File: src/sv/normalized_graph_laplacian_top_macros.svh
// Assertion macros shared by the normalized graph Laplacian RTL.
`ifndef NORMALIZED_GRAPH_LAPLACIAN_TOP_MACROS_SVH
`define NORMALIZED_GRAPH_LAPLACIAN_TOP_MACROS_SVH

// Consequent must hold in the same cycle as the antecedent.
`define NGLAP_ASSERT_NOW(label, clk, rstn, ante, cons, msg) \
  label: assert property (@(posedge clk) disable iff (!rstn) (ante) |-> (cons)) \
    else $error(msg);

// Consequent must hold in the cycle after the antecedent.
`define NGLAP_ASSERT_NEXT(label, clk, rstn, ante, cons, msg) \
  label: assert property (@(posedge clk) disable iff (!rstn) (ante) |=> (cons)) \
    else $error(msg);

`endif

File: src/sv/nglap_ram.sv
// Generic single-write, single-read RAM with registered read data.
module nglap_ram #(
  parameter int WIDTH = 32,
  parameter int DEPTH = 64
) (
  input  logic                     clk_i,
  input  logic                     we_i,
  input  logic [$clog2(DEPTH)-1:0] waddr_i,
  input  logic [WIDTH-1:0]         wdata_i,
  input  logic [$clog2(DEPTH)-1:0] raddr_i,
  output logic [WIDTH-1:0]         rdata_o
);

  logic [WIDTH-1:0] mem_q [DEPTH];

  always_ff @(posedge clk_i) begin
    if (we_i) begin
      mem_q[waddr_i] <= wdata_i;
    end
    rdata_o <= mem_q[raddr_i];
  end

endmodule

File: config.mk
export PLATFORM = sky130hd
export DESIGN_NAME = nglap_ram
export DESIGN_NICKNAME = d
export VERILOG_FILES = /design/src/sv/normalized_graph_laplacian_top_macros.svh /design/src/sv/nglap_ram.sv
export SDC_FILE = /design/constraint.sdc
export NUM_CORES = 2
export LEC_CHECK = 0
export BUFFER_PORTS_ARGS = -buffer_cell sky130_fd_sc_hd__buf_4
export CELL_PAD_IN_SITES_DETAIL_PLACEMENT = 0
export CELL_PAD_IN_SITES_GLOBAL_PLACEMENT = 2
export CORE_MARGIN = 10
export CORE_UTILIZATION = 40
export DETAILED_ROUTE_END_ITERATION = 7
export GPL_TIMING_DRIVEN = 0
export MAX_ROUTING_LAYER = met4
export PLACE_DENSITY_LB_ADDON = 0.1
export SETUP_SLACK_MARGIN = 0.5
export SKIP_CTS_REPAIR_TIMING = 1
export SYNTH_ARGS = -nofsm -noshare
export SYNTH_HDL_FRONTEND = slang
export SYNTH_SLANG_ARGS = --single-unit
File: constraint.sdc
create_clock -name clk_i -period 3.6 [get_ports clk_i]
set_input_delay 0.36 -clock clk_i [delete_from_list [all_inputs] [get_ports clk_i]]
set_output_delay 0.36 -clock clk_i [all_outputs]
set_load 0.02 [all_outputs]
==> impl_metrics.tcl <==
set metrics [dict create \
    outcome "finished clean" \
    timing.max_cap.violations 0 \
    drc 0 \
    dieArea_sq_mm 0.214 \
    top_usage_layer "met2" \
    die_h_microns 463 \
    tns_ns 0 \
    wl_per_cell_microns 39.8 \
    power_density_mw_per_mm2 563 \
    num_vias 39100 \
    ioPinCount 78 \
    drive_above_1_share_pct 31.6 \
    endpoint_kind "flip-flop" \
    tritoncts "yes" \
    grt_pass1_vias 38500 \
    finalHoldViolCount 0 \
    max_freq_ghz 0.299 \
    num_rows 162 \
    drtIter0Drc 5836 \
    clk_latency_ns 0.87 \
    die_width_microns 463 \
    final-setup-viol-count 0 \
    cts_max_level 4 \
    grt_max_degree 65 \
    ys_seq_area_share_pct 79.1 \
    synthToLayoutAreaGrowth_pct 17.4 \
    clkTransAtPathRegs_ns 0.06 \
    core_area_sq_mm 0.195 \
    hp-class "in2reg" \
    avgSynthCellArea_sq_um 23.6 \
    antenna_left 0 \
    fin_skew_ns 0.0246 \
    rsz0062_at_grt "yes" \
    drv_slew 0 \
    netlist_area_sq_mm 0.0785 \
    p_total_mw 51.9 \
    power_leakage_nw 28.6 \
    via_per_inst 5.99 \
    clkSinkCount 2080 \
    grt_antenna_before_repair 26 \
    port_buffers 69 \
    synth-warning-count 0 \
    dpl_cell_area_sq_mm 0.0850 \
    ys_types 34 \
    cts_root_buffer "clkbuf_16" \
    final_core_util_pct 47.3 \
    cts_inserted_buffers 211 \
    post-route-period-util_pct 92.9 \
    grt_pass1_wl_microns 344000 \
    worstMarginPinSlew_ns 1.45 \
    path_max_fanout 10 \
    cp.required_ns 4.26 \
    use_met3_pct 4.78 \
    grt-ovfl-total 0 \
    drt_first_pass_iters 6 \
    synth_cells 3324 \
    startpoint_type "input pin" \
    nets 3759 \
    critPathArrivalTime_ns 4.00 \
    grt_use_total_pct 24.5 \
    crit_type "in2reg" \
    final_area_sq_mm 0.0922 \
    initial_core_util_pct 40.3 \
    period_minus_slack_ns 3.34 \
    dp_hpwl_microns 171000 \
    slew_headroom_pct 3.58 \
    vdd_ir_drop_max_mv 0.391 \
    use_met1_pct 34.2 \
    wl_microns 260000 \
    cts_buffer_depth 3 \
    synth_fp_nets 3370 \
    grt_use_met2_pct 37.3 \
    synth-seq-cells 2080 \
    globalplace.congestion 0.834 \
]
[synth_stat cells]
library cell | count | area [sq um]
a21oi_1 | 62 | 310
a22oi_1 | 12 | 90.1
a311oi_1 | 8 | 70.1
a31oi_1 | 1 | 6.26
a41o_1 | 4 | 40.0
and2_1 | 2 | 12.5
and3_1 | 4 | 25.0
buf_1 | 21 | 78.8
buf_2 | 57 | 285
buf_4 | 25 | 188
buf_6 | 5 | 56.3
clkbuf_1 | 74 | 278
dfxtp_1 | 32 | 641
edfxtp_1 | 2048 | 61500
mux2i_1 | 93 | 931
mux4_2 | 544 | 12300
nand2_1 | 26 | 97.6
nand2b_1 | 8 | 50.1
nand3_1 | 5 | 25.0
nand3b_1 | 5 | 37.5
nand4_1 | 2 | 12.5
nand4b_1 | 1 | 8.76
nor2_1 | 137 | 514
nor2b_1 | 15 | 93.8
nor3_1 | 7 | 35.0
o221ai_1 | 27 | 236
o22ai_1 | 84 | 526
o32ai_1 | 4 | 35.0
or2_0 | 1 | 6.26
or2_1 | 1 | 6.26
or2_2 | 1 | 6.26
or3_1 | 3 | 18.8
or3b_1 | 2 | 17.5
or3b_2 | 3 | 26.3
[state kept, by name (all words and copies together), names as in the netlist]
name     flops
mem_q     2048
rdata_o     32
[final timing paths]
path                                         startpoint                endpoint  slack, ns  cells after the start
worst max-delay path                         raddr_i[1]     rdata_o[10]$_DFF_P_       0.26                      7
worst min-delay path                         wdata_i[0]  mem_q[59][0]$_DFFE_PP_       0.03                      1
worst max register to register   mem_q[7][22]$_DFFE_PP_     rdata_o[22]$_DFF_P_       1.10                      4
worst min register to register  mem_q[12][17]$_DFFE_PP_     rdata_o[17]$_DFF_P_       0.86                      4
[cell type report]
type                            count  area (sq um)
Fill cell                       16000        103000
Sequential cell                  2080         62100
Multi-Input combinational cell   1062         16100
Clock buffer                      274          5770
Tap cell                         2624          3280
Timing Repair Buffer              176          2700
Clock inverter                    121          1210
Buffer                            182           947
Antenna cell                       10          25.0
[cells by family (layout without fill, tap and decap cells)]
kind of cell / Yosys count / in the layout / synth area share (%)
DFF: 2080 / 2080 / 79.1
muxes: 637 / 637 / 16.8
and+or+nand+nor: 223 / 223 / 1.27
AOI/OAI and AO/OA: 202 / 202 / 1.67
buffers and inverters: 182 / 753 / 1.13
other: 0 / 10 / 0
[where the power goes]
group / switching [mW] / internal (mW) / total, mW
Sequential: 0.0592 / 26.8 / 26.9
Combinational: 2.01 / 0.969 / 2.98
Clock: 9.18 / 12.9 / 22.1
Total: 11.3 / 40.7 / 51.9
[routing by layer]
layer | vias to the layer above | wire length [microns]
met5 | - | 0
met2 | 2020 | 122000
met3 | 349 | 23200
met4 | 0 | 6840
met1 | 21600 | 108000
li1 | 15100 | -
[stage by stage]
stage / setup WS (ns) / instances / hold slack (ns)
after floorplan: 0.588 / 3324 / 0.459
after global placement: -2.60 / 6017 / 0.781
after detailed placement: -1.53 / 6119 / 0.774
after CTS: -0.583 / 6514 / 0.00286
after global routing: 0.299 / 6525 / 0.0201
final: 0.257 / 6529 / 0.0278
[placed cells by master, fill, tap and decap left out, drive strengths merged, types with 4 or more instances in the layout]
master | netlist | routed
clkinv | 0 | 87
nor2 | 137 | 137
edfxtp | 2048 | 2048
and3 | 4 | 4
a22oi | 12 | 12
nand3 | 5 | 5
or3b | 5 | 5
a21oi | 62 | 62
nand2 | 26 | 26
nand3b | 5 | 5
a41o | 4 | 4
o32ai | 4 | 4
nand2b | 8 | 8
nor2b | 15 | 15
diode | 0 | 10
mux2i | 93 | 93
mux4 | 544 | 544
clkbuf | 74 | 355
buf | 108 | 274
o221ai | 27 | 27
dfxtp | 32 | 32
nor3 | 7 | 7
o22ai | 84 | 84
bufinv | 0 | 23
a311oi | 8 | 8
inv | 0 | 8
[critical path: stages]
cell and delay [ns]:
buf_2 0.41, buf_2 0.35, clkbuf_1 1.09, mux4_2 0.43, mux4_2 0.46, o22ai_1 0.56, nor2_1 0.32
Note: power is estimated with default switching activity, not from simulation.
